## config.mk

```make
export PLATFORM = sky130hd
export DESIGN_NAME = mfn_controller
export DESIGN_NICKNAME = d
export VERILOG_FILES = /design/src/hw/rtl/mfn_pkg.sv /design/src/hw/rtl/mfn_controller.sv
export SDC_FILE = /design/constraint.sdc
export NUM_CORES = 1
export LEC_CHECK = 0
export BUFFER_PORTS_ARGS = -buffer_cell sky130_fd_sc_hd__buf_4
export CORE_MARGIN = 8
export CORE_UTILIZATION = 36
export DETAILED_ROUTE_END_ITERATION = 12
export PLACE_DENSITY = 0.68
export SLEW_MARGIN = 20
export SYNTH_ARGS = -nofsm -noshare
export SYNTH_HDL_FRONTEND = slang
export SYNTH_SLANG_ARGS = --single-unit
```

## constraint.sdc

```tcl
create_clock -name clk -period 1.9 [get_ports clk]
set_clock_uncertainty 0.15 [all_clocks]
set_input_delay 0.285 -clock clk [delete_from_list [all_inputs] [get_ports clk]]
set_output_delay 0.285 -clock clk [all_outputs]
set_load 0.01 [all_outputs]
```

## src/hw/rtl/mfn_pkg.sv

```systemverilog
// ----------------------------------------------------------------------------
// mfn_pkg: shared types and constants of the flood-fill maze navigator
// Direction, turn and register codes, datapath command codes and the
// command and status records between controller and datapath.
// ----------------------------------------------------------------------------
package mfn_pkg;

  localparam logic [1:0] DIR_N = 2'd0;
  localparam logic [1:0] DIR_E = 2'd1;
  localparam logic [1:0] DIR_S = 2'd2;
  localparam logic [1:0] DIR_W = 2'd3;

  localparam logic [1:0] TURN_NONE  = 2'd0;
  localparam logic [1:0] TURN_RIGHT = 2'd1;
  localparam logic [1:0] TURN_LEFT  = 2'd2;
  localparam logic [1:0] TURN_UTURN = 2'd3;

  localparam logic OP_STEP    = 1'b0;
  localparam logic OP_RESTART = 1'b1;

  localparam int CFG_IDX_W  = 3;
  localparam int CFG_DATA_W = 4;
  localparam logic [CFG_IDX_W-1:0] CFG_TARGET_ROW    = 3'd0;
  localparam logic [CFG_IDX_W-1:0] CFG_TARGET_COL    = 3'd1;
  localparam logic [CFG_IDX_W-1:0] CFG_START_ROW     = 3'd2;
  localparam logic [CFG_IDX_W-1:0] CFG_START_COL     = 3'd3;
  localparam logic [CFG_IDX_W-1:0] CFG_START_HEADING = 3'd4;

  localparam int DIST_W = 9;
  localparam logic [DIST_W-1:0] UNREACHED = 9'd511;
  localparam logic [DIST_W-1:0] DIST_MAX  = 9'd510;

  localparam int IN_DATA_W  = 8;
  localparam int OUT_DATA_W = 24;

  localparam int DP_OP_W = 5;
  localparam logic [DP_OP_W-1:0] DP_NOP         = 5'd0;
  localparam logic [DP_OP_W-1:0] DP_SWEEP_WALL  = 5'd1;
  localparam logic [DP_OP_W-1:0] DP_SWEEP_DIST  = 5'd2;
  localparam logic [DP_OP_W-1:0] DP_CAPTURE     = 5'd3;
  localparam logic [DP_OP_W-1:0] DP_WC_RD       = 5'd4;
  localparam logic [DP_OP_W-1:0] DP_WC_WR       = 5'd5;
  localparam logic [DP_OP_W-1:0] DP_WN_RD       = 5'd6;
  localparam logic [DP_OP_W-1:0] DP_WN_WR       = 5'd7;
  localparam logic [DP_OP_W-1:0] DP_SEED        = 5'd8;
  localparam logic [DP_OP_W-1:0] DP_POP_RD      = 5'd9;
  localparam logic [DP_OP_W-1:0] DP_CELL_RD     = 5'd10;
  localparam logic [DP_OP_W-1:0] DP_CELL_LAT    = 5'd11;
  localparam logic [DP_OP_W-1:0] DP_NB_RD       = 5'd12;
  localparam logic [DP_OP_W-1:0] DP_NB_CHK      = 5'd13;
  localparam logic [DP_OP_W-1:0] DP_POP_DONE    = 5'd14;
  localparam logic [DP_OP_W-1:0] DP_SEL_RD      = 5'd15;
  localparam logic [DP_OP_W-1:0] DP_SEL_LAT     = 5'd16;
  localparam logic [DP_OP_W-1:0] DP_SN_RD       = 5'd17;
  localparam logic [DP_OP_W-1:0] DP_SN_CHK      = 5'd18;
  localparam logic [DP_OP_W-1:0] DP_DECIDE      = 5'd19;
  localparam logic [DP_OP_W-1:0] DP_RESTART_OUT = 5'd20;

  typedef struct packed {
    logic [DP_OP_W-1:0] op;
    logic [1:0]         dir;
  } cmd_t;

  typedef struct packed {
    logic       sweep_last;
    logic       queue_empty;
    logic       out_free;
    logic [3:0] wmask;
    logic [3:0] cur_nb_ok;
    logic [3:0] cell_open;
  } status_t;

  function automatic logic [1:0] scan_dir(logic [1:0] k);
    logic [1:0] d;
    unique case (k)
      2'd0: d = DIR_N;
      2'd1: d = DIR_S;
      2'd2: d = DIR_E;
      default: d = DIR_W;
    endcase
    return d;
  endfunction

endpackage

```

## src/hw/rtl/mfn_controller.sv

```systemverilog
// ----------------------------------------------------------------------------
// mfn_controller: sequencer of the navigator
// Steps through wall clearing and update, distance sweep, breadth-first
// fill, neighbour choice and result hand-off, one datapath command per cycle.
// ----------------------------------------------------------------------------
module mfn_controller (
  input  logic             clk,
  input  logic             rst,
  input  logic             in_valid,
  input  logic             in_op,
  input  mfn_pkg::status_t status,
  output logic             in_ready,
  output mfn_pkg::cmd_t    cmd
);

  localparam logic [4:0] ST_CLR     = 5'd0;
  localparam logic [4:0] ST_IDLE    = 5'd1;
  localparam logic [4:0] ST_WC_RD   = 5'd2;
  localparam logic [4:0] ST_WC_WR   = 5'd3;
  localparam logic [4:0] ST_WN_RD   = 5'd4;
  localparam logic [4:0] ST_WN_WR   = 5'd5;
  localparam logic [4:0] ST_FILL    = 5'd6;
  localparam logic [4:0] ST_SEED    = 5'd7;
  localparam logic [4:0] ST_POP     = 5'd8;
  localparam logic [4:0] ST_CELL    = 5'd9;
  localparam logic [4:0] ST_CLAT    = 5'd10;
  localparam logic [4:0] ST_NB_RD   = 5'd11;
  localparam logic [4:0] ST_NB_CHK  = 5'd12;
  localparam logic [4:0] ST_PDONE   = 5'd13;
  localparam logic [4:0] ST_SEL_RD  = 5'd14;
  localparam logic [4:0] ST_SEL_LAT = 5'd15;
  localparam logic [4:0] ST_SN_RD   = 5'd16;
  localparam logic [4:0] ST_SN_CHK  = 5'd17;
  localparam logic [4:0] ST_DEC     = 5'd18;
  localparam logic [4:0] ST_RST_OUT = 5'd19;

  logic [4:0] state, state_next;
  logic [1:0] k, k_next;
  logic       restart, restart_next;
  logic [1:0] sdir;

  assign sdir = mfn_pkg::scan_dir(k);
  assign in_ready = (state == ST_IDLE);

  always_comb begin
    state_next   = state;
    k_next       = k;
    restart_next = restart;
    cmd.op       = mfn_pkg::DP_NOP;
    cmd.dir      = k;
    unique case (state)
      ST_CLR: begin
        cmd.op = mfn_pkg::DP_SWEEP_WALL;
        if (status.sweep_last) state_next = restart ? ST_RST_OUT : ST_IDLE;
      end
      ST_IDLE: if (in_valid) begin
        cmd.op = mfn_pkg::DP_CAPTURE;
        if (in_op == mfn_pkg::OP_RESTART) begin
          restart_next = 1'b1;
          state_next   = ST_CLR;
        end else begin
          state_next = ST_WC_RD;
        end
      end
      ST_WC_RD: begin
        cmd.op     = mfn_pkg::DP_WC_RD;
        state_next = ST_WC_WR;
      end
      ST_WC_WR: begin
        cmd.op     = mfn_pkg::DP_WC_WR;
        k_next     = 2'd0;
        state_next = ST_WN_RD;
      end
      ST_WN_RD: begin
        if (status.wmask[k] && status.cur_nb_ok[k]) begin
          cmd.op     = mfn_pkg::DP_WN_RD;
          state_next = ST_WN_WR;
        end else if (k == 2'd3) begin
          state_next = ST_FILL;
        end else begin
          k_next = k + 2'd1;
        end
      end
      ST_WN_WR: begin
        cmd.op = mfn_pkg::DP_WN_WR;
        k_next = k + 2'd1;
        state_next = (k == 2'd3) ? ST_FILL : ST_WN_RD;
      end
      ST_FILL: begin
        cmd.op = mfn_pkg::DP_SWEEP_DIST;
        if (status.sweep_last) state_next = ST_SEED;
      end
      ST_SEED: begin
        cmd.op     = mfn_pkg::DP_SEED;
        state_next = ST_POP;
      end
      ST_POP: begin
        if (status.queue_empty) begin
          state_next = ST_SEL_RD;
        end else begin
          cmd.op     = mfn_pkg::DP_POP_RD;
          state_next = ST_CELL;
        end
      end
      ST_CELL: begin
        cmd.op     = mfn_pkg::DP_CELL_RD;
        state_next = ST_CLAT;
      end
      ST_CLAT: begin
        cmd.op     = mfn_pkg::DP_CELL_LAT;
        k_next     = 2'd0;
        state_next = ST_NB_RD;
      end
      ST_NB_RD: begin
        cmd.dir = sdir;
        if (status.cell_open[sdir]) begin
          cmd.op     = mfn_pkg::DP_NB_RD;
          state_next = ST_NB_CHK;
        end else if (k == 2'd3) begin
          state_next = ST_PDONE;
        end else begin
          k_next = k + 2'd1;
        end
      end
      ST_NB_CHK: begin
        cmd.op  = mfn_pkg::DP_NB_CHK;
        cmd.dir = sdir;
        k_next  = k + 2'd1;
        state_next = (k == 2'd3) ? ST_PDONE : ST_NB_RD;
      end
      ST_PDONE: begin
        cmd.op     = mfn_pkg::DP_POP_DONE;
        state_next = ST_POP;
      end
      ST_SEL_RD: begin
        cmd.op     = mfn_pkg::DP_SEL_RD;
        state_next = ST_SEL_LAT;
      end
      ST_SEL_LAT: begin
        cmd.op     = mfn_pkg::DP_SEL_LAT;
        k_next     = 2'd0;
        state_next = ST_SN_RD;
      end
      ST_SN_RD: begin
        cmd.op     = mfn_pkg::DP_SN_RD;
        cmd.dir    = sdir;
        state_next = ST_SN_CHK;
      end
      ST_SN_CHK: begin
        cmd.op  = mfn_pkg::DP_SN_CHK;
        cmd.dir = sdir;
        k_next  = k + 2'd1;
        state_next = (k == 2'd3) ? ST_DEC : ST_SN_RD;
      end
      ST_DEC: if (status.out_free) begin
        cmd.op     = mfn_pkg::DP_DECIDE;
        state_next = ST_IDLE;
      end
      ST_RST_OUT: if (status.out_free) begin
        cmd.op       = mfn_pkg::DP_RESTART_OUT;
        restart_next = 1'b0;
        state_next   = ST_IDLE;
      end
      default: state_next = ST_IDLE;
    endcase
  end

  always_ff @(posedge clk) begin
    if (rst) begin
      state   <= ST_CLR;
      k       <= 2'd0;
      restart <= 1'b0;
    end else begin
      state   <= state_next;
      k       <= k_next;
      restart <= restart_next;
    end
  end

endmodule

```

## Yosys cells after proc, flatten, opt, wreduce, memory -nomap -nowiden

Cells that the tools add are included.

| storage, ports and cells | value |
|---|---|
| word-level logic and storage cells | 89 |
| register bits | 8 |
| input bits | 19 |
| output and inout bits | 8 |

| operators by class | value |
|---|---|
| add/sub/neg operators | 1 |
| eq/ne operators | 32 |
| order comparisons | 2 |
| reduce and logical (&&, ||, !) cells | 13 |
| muxes and demuxes | 38 |

Operators by type and width:

| cell | count |
|---|---|
| 5-bit one-hot mux with 20 select lines | 1 |
| 5-bit one-hot mux with 18 select lines | 1 |
| 5-bit 2-to-1 mux | 11 |
| 5-bit by 4-bit == test with 1-bit output, second input constant | 8 |
| 5-bit by 3-bit == test with 1-bit output, second input constant | 4 |
| 5-bit == test, second input constant | 4 |
| 2-bit 2-to-1 mux | 8 |
| 2-bit inequality test, second input constant | 7 |
| 5-bit by 2-bit == test with 1-bit output, second input constant | 2 |
| 3-bit 2-to-1 mux | 3 |
| 4-bit 2-to-1 mux | 2 |
| 2-bit one-hot mux with 4 select lines | 1 |
| 1-bit binary-select mux with 2-bit select | 3 |
| 2-bit by 3-bit < comparator with 1-bit output, second input constant | 2 |
| 1-bit 2-to-1 mux | 6 |
| 3-bit inequality test, second input constant | 2 |
| 2-bit one-hot mux with 3 select lines | 1 |
| 6-bit AND reduction | 1 |
| 3-bit OR reduction | 2 |
| 5-bit by 1-bit == test with 1-bit output, second input constant | 1 |
| 5-bit zero test | 1 |
| 2-bit == test, second input constant | 2 |
| 4-bit AND reduction | 1 |
| 4-bit nonzero test | 1 |
| other kinds (10) | 11 |

## Depth between registers and ports, before layout

Gate-level depths: netlist of run 1.

| logic depth | value |
|---|---|
| depth in word-level cells | 6 |
| gate-level depth with buffers | 7 |
| depth with buffers taken out | 7 |

## Worst setup path after synthesis of run 1

No wires, ideal clock.

| timing path | value |
|---|---|
| kind | register -> output |
| start | register k[0] |
| end | output cmd[5] (netlist name) |
| stages on the path, launching flop included | 8 |
| data arrival time | 1.675 ns |
| setup slack | -0.210 ns |
| path buffers | 0 |
| required time | 1.465 ns |
| cells stage by stage | dfxtp_1 > inv_1 > ha_1 > mux2i_1 > a2bb2oi_1 > nand2_1 > o211a_1 > nor4_1 |

RTL lines:

| item | RTL line | source |
|---|---|---|
| from (decl) | mfn_controller.sv:38 | `logic [1:0] k, k_next;` |
| from (signal assigned) | mfn_controller.sv:175 | `k <= k_next;` |
| to (decl) | mfn_controller.sv:13 | `output mfn_pkg::cmd_t cmd` |

==> reports/qor.yml, run 1 <==
placement:
  dp_hpwl_um: 3010
  place.gp.congestion: 0.925
  dpl_cell_area_um2: 1510
  portBuffers: 26
  dp_slack_ns: -0.253
outcome:
  violations: "negative setup slack"
  status: "complete, but fails checks"
synthesis:
  ys_types: 50
  synthXorXnorAreaFrac: 0.0237
  synth_simple_gate_area_share: 0.300
  synth_edf_count: 0
  synth_mux_area_frac: 0.102
  syn_nets: 179
  synth_common_cells: "18 x nand2_1, 14 x nor2_1, 8 x dfxtp_1, 8 x o21ai_0"
  synth_area_um2: 1110
  syn_area_per_cell_um2: 7.06
  yosysSeqAreaShare: 0.144
  ys_seq_elements: 8
  synth_compound_area_frac: 0.332
  synth_fa_ha_area_frac: 0.0339
  yosysMostFrequentCell: "nand2_1"
  syn-instance-count: 157
  synth_top_family_by_area: "compound AO/OA/AOI/OAI gates"
  yosysTopAreaCell: "dfxtp_1"
  yosysTopAreaCellShare: 0.144
  ys_warn_count: 0
  synthArstFlopShare: 0
  yosys-top-cells-area: "dfxtp_1 14%, nand2_1 6.1%, mux2i_1 5.4%"
  synthFlopType: "dfxtp_1"
cts:
  cts_buffers: 3
  cts_max_level: 1
  cts_hold_buf: 0
  root_buffer: "clkbuf_4"
  clk_pin_slew_ns: 0.07
  insertion_delay_ns: 0.27
  cts_tree: "done"
  cts.sinks: 8
  clock_tree.buffer_depth: 2
finish:
  finish.instance_area_um2: 1970
  area_growth_pct: 77.4
  drive_gt1_frac: 0.545
  nNetsFinal: 248
  num_antenna_cells: 0
floorplan:
  die-area_um2: 5110
  core_um2: 3000
  ios: 27
  die-height_um: 71.5
  die_x_um: 71.5
  rows: 20
  start_util: 0.369
detailed_routing:
  drt-pass1-iter-count: 4
  wirelength_um: 4740
  wl_per_cell_um: 18.4
  vias: 1539
  ant_nets: 0
  drt_iter0_markers: 119
  drc_errors: 0
  viasPerCell: 5.99
worst_hold_path:
  min_to: "restart$_SDFFE_PP0P_"
  min_delay_path_depth: 2
  worstHoldStart: "rst"
  hp-class: "in -> reg"
power:
  cellInternalPower_uw: 1410
  ir_drop_mv: 0.655
  p_switching_uw: 1080
  leakage_uw: 0.000862
  swShare: 0.432
  p_seq_frac: 0.119
  comb_power_share: 0.822
  finalPower_uw: 2490
  p_per_area_nw_per_um2: 1270
  clockPowerShare: 0.059
timing:
  fmax_mhz: 414
  fin_ws_ns: -0.517
  finalSetupViolations: 12
  fin_crit_sh: 1.27
  timing.final.hold_violations: 0
  finalMaxSlewViolations: 0
  worst_pin_slew_ns: 0.484
  fin_crit_ns: 2.42
  rsz0062_at_grt: "yes"
  relSlewSlack: 0.677
critical_path:
  r2r_cells: 6
  crit_chain: "inv_2 > mux4_2 > or4_4 > o21ai_1 > a31o_2 > buf_6"
  rr_endpoint: "k[1]$_SDFFE_PP0P_"
  worstSetupEndpointType: "primary output"
  arrival_ns: 1.98
  required_ns: 1.46
  reg2reg_from: "k[1]$_SDFFE_PP0P_"
  worst_path_largest_cell_delay_ns: 0.51
  r2r_setup_slack_ns: -0.32
  cpMaxStageDelayCell: "mux4_2"
  crit_path_max_fanout: 4
  start_kind: "register"
  crit_type: "reg -> out"
global_route:
  grt_antenna_before_repair: 0
  grt_pass1_wl_um: 7480
  grt_max_degree: 15
  grt_overflow: 0
  grt_pass1_vias: 1593
  track_usage: 0.179
run:
  drv_cap: 0
-- cells in the final DEF, fill, tap and decap left out, types with 2 or more instances in the layout --
| cell type | n |
|---|---|
| a21o_1 | 3 |
| a21oi_1 | 5 |
| a22oi_1 | 2 |
| a31oi_1 | 2 |
| buf_4 | 67 |
| buf_6 | 6 |
| buf_8 | 2 |
| clkbuf_4 | 3 |
| dfxtp_1 | 2 |
| dfxtp_2 | 3 |
| dfxtp_4 | 3 |
| ha_4 | 2 |
| inv_1 | 4 |
| mux2_4 | 2 |
| mux2i_1 | 6 |
| nand2_1 | 14 |
| nand2_2 | 4 |
| nand2b_1 | 3 |
| nand3_1 | 3 |
| nand3b_1 | 2 |
| nand4_1 | 2 |
| nor2_1 | 10 |
| nor2_2 | 2 |
| nor2_4 | 2 |
| nor2b_1 | 6 |
| nor3_1 | 3 |
| nor4_1 | 2 |
| nor4_2 | 2 |
| o211ai_1 | 5 |
| o21a_1 | 4 |
| o21ai_0 | 6 |
| o221a_2 | 2 |
| o2bb2ai_1 | 2 |
| or2_2 | 2 |
| xor2_1 | 2 |
-- metrics by stage --
step	utilization	cells	setup TNS, ns	hold slack (ns)
after floorplan	-	157	-0.571	0.204
after CTS	0.631	251	-2.17	0.104
after detailed placement	0.503	229	-1.76	0.320
after global placement	0.503	229	-1.59	0.315
after global routing	0.655	257	-3.70	0.107
final	0.655	257	-2.86	0.104
-- cells by family (layout without fill, tap and decap cells) --
kind of cell	after synthesis	after routing
XOR/XNOR	3	3
multiplexers	9	9
adder cells (fa/ha/maj)	3	3
buffers and inverters	18	85
AND/OR/NAND/NOR	66	66
AO/OA/AOI/OAI	50	50
flip-flops	8	8
-- power by group through the flow --
stage          clock, uW  combinational (uW)  sequential, uW
6_report             147                2040             296
5_1_grt              152                2190             300
4_1_cts              142                1920             289
3_5_place_dp           0                1410             264
3_3_place_gp           0                1380             265
2_1_floorplan          0                 924             242
-- flip-flops by register name, summed over array words and instances (netlist names) --
register  count
restart       1
k             2
state         5
-- worst max-delay path: cells and delay by family (launching register included) --
| kind | cells | cell delay [ns] |
|---|---|---|
| muxes | 1 | 0.51 |
| and+or+nand+nor | 1 | 0.48 |
| DFF | 1 | 0.34 |
| AOI/OAI and AO/OA | 2 | 0.22 |
| buffers and inverters | 2 | 0.17 |
-- repair_timing --
| action | CTS | global route |
|---|---|---|
| gates cloned | 1 | 0 |
| pin swaps | 12 | 8 |
| setup buffers | 18 | 7 |
| gates resized for setup | 46 | 10 |
| setup endpoints to repair | 14 | 15 |
-- layer usage --
metal,global-route usage,part of all wire,vias to the layer above
met3,0.0195,0.069,10
met5,0,0,-
li1,-,-,720
met1,0.201,0.39,744
met4,0.0839,0.022,0
met2,0.326,0.52,65
-- final cells by class --
class                      count  area [um^2]
sequential                     8          175
multi-input combinational    131         1060
timing repair buffer          77          653
inverter                       5         18.8
tap                           33         41.3
clock buffer                   3         22.5
fill                         252         1040
-- how the worst max path moves through the flow --
| stage | startpoint | to | slack [ns] | cells after the start |
|---|---|---|---|---|
| 2_1_floorplan | k[0]$_SDFFE_PP0P_ | cmd[5] | -0.13 | 7 |
| 3_3_place_gp | status[4] | cmd[4] | -0.24 | 7 |
| 3_5_place_dp | k[0]$_SDFFE_PP0P_ | k[0]$_SDFFE_PP0P_ | -0.25 | 8 |
| 4_1_cts | k[1]$_SDFFE_PP0P_ | cmd[4] | -0.50 | 6 |
| 5_1_grt | k[0]$_SDFFE_PP0P_ | cmd[5] | -0.55 | 8 |
| 6_report | k[1]$_SDFFE_PP0P_ | cmd[4] | -0.52 | 6 |
Note: power is estimated with default switching activity, not from simulation.
==> inputs of run 2 (changes only) <==
--- a/config.mk
+++ b/config.mk
@@ -5,7 +5,9 @@
 export SDC_FILE = /design/constraint.sdc
 export NUM_CORES = 1
 export LEC_CHECK = 0
+export ABC_AREA = 1
 export BUFFER_PORTS_ARGS = -buffer_cell sky130_fd_sc_hd__buf_4
+export CAP_MARGIN = 40
 export CORE_MARGIN = 8
 export CORE_UTILIZATION = 36
 export DETAILED_ROUTE_END_ITERATION = 12
==> run 2 against run 1 <==
Compared with the run above: the run still ends with negative setup slack left; via count grew 3.0%; combinational power shrank 17%; wire length shrank 14%; design area shrank 4.2%; area after synthesis shrank 3.3%.
==> reports/qor.yml, run 2 <==
global_route:
  grt_overflow: 0
  grt_max_degree: 10
  grt_pass1_wl_um: 6220
  grt_pass1_vias: 1415
  grt_antenna_before_repair: 0
  track_usage: 0.148
synthesis:
  synth_area_um2: 1070
  synthXorXnorAreaFrac: 0
  synth_edf_count: 0
  yosysSeqAreaShare: 0.149
  ys_seq_elements: 8
  synth_mux_area_frac: 0
  synth_compound_area_frac: 0.103
  syn_nets: 224
  synth_common_cells: "60 x nand2_1, 32 x nor2_1, 29 x nand3_1, 25 x inv_1"
  yosysTopAreaCell: "nand2_1"
  synth_top_family_by_area: "simple AND/OR/NAND/NOR gates"
  yosys-top-cells-area: "nand2_1 21%, dfxtp_1 15%, nand3_1 14%"
  ys_types: 23
  synth_simple_gate_area_share: 0.582
  ys_warn_count: 0
  yosysMostFrequentCell: "nand2_1"
  synthArstFlopShare: 0
  synth_fa_ha_area_frac: 0.0350
  syn_area_per_cell_um2: 5.31
  synthFlopType: "dfxtp_1"
  yosysTopAreaCellShare: 0.210
  syn-instance-count: 202
finish:
  layout_common_cells: "58 x buf_4, 46 x nand2_1, 24 x nor2_1"
  layout_commonest_cell: "buf_4"
  area_growth_pct: 75.7
  reg_top3: "state: 5 flops, k: 2 flops, restart: 1 flops"
  largest_register_ffs: 5
  drive_gt1_frac: 0.494
  final_util: 0.638
  num_antenna_cells: 0
  top_register: "state"
  nNetsFinal: 291
detailed_routing:
  wl_per_cell_um: 13.6
  vias: 1585
  wirelength_um: 4090
  ant_nets: 0
  drc_errors: 0
  drt-pass1-iter-count: 5
  viasPerCell: 5.28
  drt_iter0_markers: 131
timing:
  worst_pin_slew_ns: 0.254
  fin_crit_ns: 2.00
  fmax_mhz: 501
  timing.final.hold_violations: 0
  finalMaxSlewViolations: 0
  fin_ws_ns: -0.0961
  fin_crit_sh: 1.05
  holdWs_ns: 0.0484
  finalSetupViolations: 6
  rsz0062_at_grt: "yes"
  relSlewSlack: 0.829
power:
  finalPower_uw: 2190
  ir_drop_mv: 0.704
  leakage_uw: 0.00103
  p_per_area_nw_per_um2: 1160
run:
  drv_cap: 0
critical_path:
  worst_path_most_repeated_cell: "buf_4"
  required_ns: 1.46
  crit_chain: "buf_4 > nand3_2 > buf_4 > nor2_1 > a21oi_1 > nand4_1 > buf_4"
  worstSetupEndpointType: "primary output"
  startpoint: "state[2]$_SDFFE_PP0P_"
  start_kind: "register"
  reg2reg_from: "state[3]$_SDFFE_PP0P_"
  arrival_ns: 1.56
  worst_path_largest_cell_delay_ns: 0.37
  cpMaxStageDelayCell: "dfxtp_4"
  crit_type: "reg -> out"
  crit_path_max_fanout: 6
floorplan:
  start_util: 0.363
  die_x_um: 70.6
  die-area_um2: 4980
  rows: 20
  ios: 27
  core_um2: 2950
  die-height_um: 70.6
placement:
  dp_slack_ns: -0.0296
  dp_hpwl_um: 2880
  portBuffers: 26
  place.gp.congestion: 0.967
cts:
  insertion_delay_ns: 0.24
  clk_pin_slew_ns: 0.05
  cts.sinks: 8
  cts_hold_buf: 0
  cts_tree: "done"
  root_buffer: "clkbuf_4"
  cts_buffers: 3
  clock_tree.buffer_depth: 2
  cts_max_level: 1
worst_hold_path:
  worstHoldStart: "rst"
  hp-class: "in -> reg"
outcome:
  violations: "negative setup slack"
  status: "complete, but fails checks"
[run 2: changes by cell type after synthesis, sizes merged, moves of 4 or more]
cell | before | now
nor2 | 14 | 36
nand3 | 4 | 33
buf | 8 | 0
nor4 | 5 | 0
nand2b | 4 | 0
o211ai | 5 | 1
nor2b | 6 | 0
nand2 | 18 | 61
inv | 5 | 30
mux2i | 6 | 0
[run 2: report_power, final]
part	internal [uW]	switching (uW)	leakage (uW)
registers	244	127	0.0000704
logic	780	911	0.000943
clock network	71.9	52.0	0.0000138
total	1100	1090	0.00103
[run 2: final cells by class]
cell class              count  area [um^2]
repair buffers             64          503
fillers                   253         1070
well taps                  33         41.3
clock buffers               3         22.5
inverters                  30          125
multi-input cells         162         1010
flip-flops and latches      8          186
[run 2: routing by layer]
layer	track usage	vias up	part of all wire
li1	-	787	-
met1	0.193	731	0.46
met2	0.244	55	0.47
met4	0.0554	0	0.026
met3	0.0141	12	0.048
met5	0	-	0
[run 2: logic make-up (layout without fill, tap and decap cells)]
group                    Yosys count  after routing
buffers and inverters             32             97
adder cells (fa/ha/maj)            3              3
AO/OA/AOI/OAI                     20             20
flip-flops                         8              8
AND/OR/NAND/NOR                  139            139
[run 2: final timing paths]
| kind | to | slack [ns] | depth (start not counted) |
|---|---|---|---|
| setup reg to reg | k[0]$_SDFFE_PP0P_ | -0.02 | 13 |
| setup / recovery | cmd[5] | -0.1 | 7 |
| hold / removal | restart$_SDFFE_PP0P_ | 0.05 | 2 |
| hold reg to reg | restart$_SDFFE_PP0P_ | 0.33 | 2 |
[run 2: repair_timing]
item | CTS | global route
pin swaps | 7 | 25
hold endpoints to repair | 0 | 0
setup endpoints to repair | 7 | 13
gates cloned | 0 | 0
buffers inserted | 3 | 7
resized for setup | 42 | 48
[run 2: stage by stage]
step / setup TNS, ns / instances / instance area [um^2]
2_1_floorplan: 0 / 202 / 1070
3_3_place_gp: -0.0392 / 287 / 1490
3_5_place_dp: -0.0296 / 287 / 1490
4_1_cts: -0.0492 / 293 / 1670
5_1_grt: -1.09 / 300 / 1880
6_report: -0.224 / 300 / 1880
[run 2: critical path: cells and delay by family (launching register included)]
kind	cells	cell delay, ns
DFF	1	0.37
and+or+nand+nor	3	0.29
AOI/OAI and AO/OA	1	0.23
buffers and inverters	3	0.43
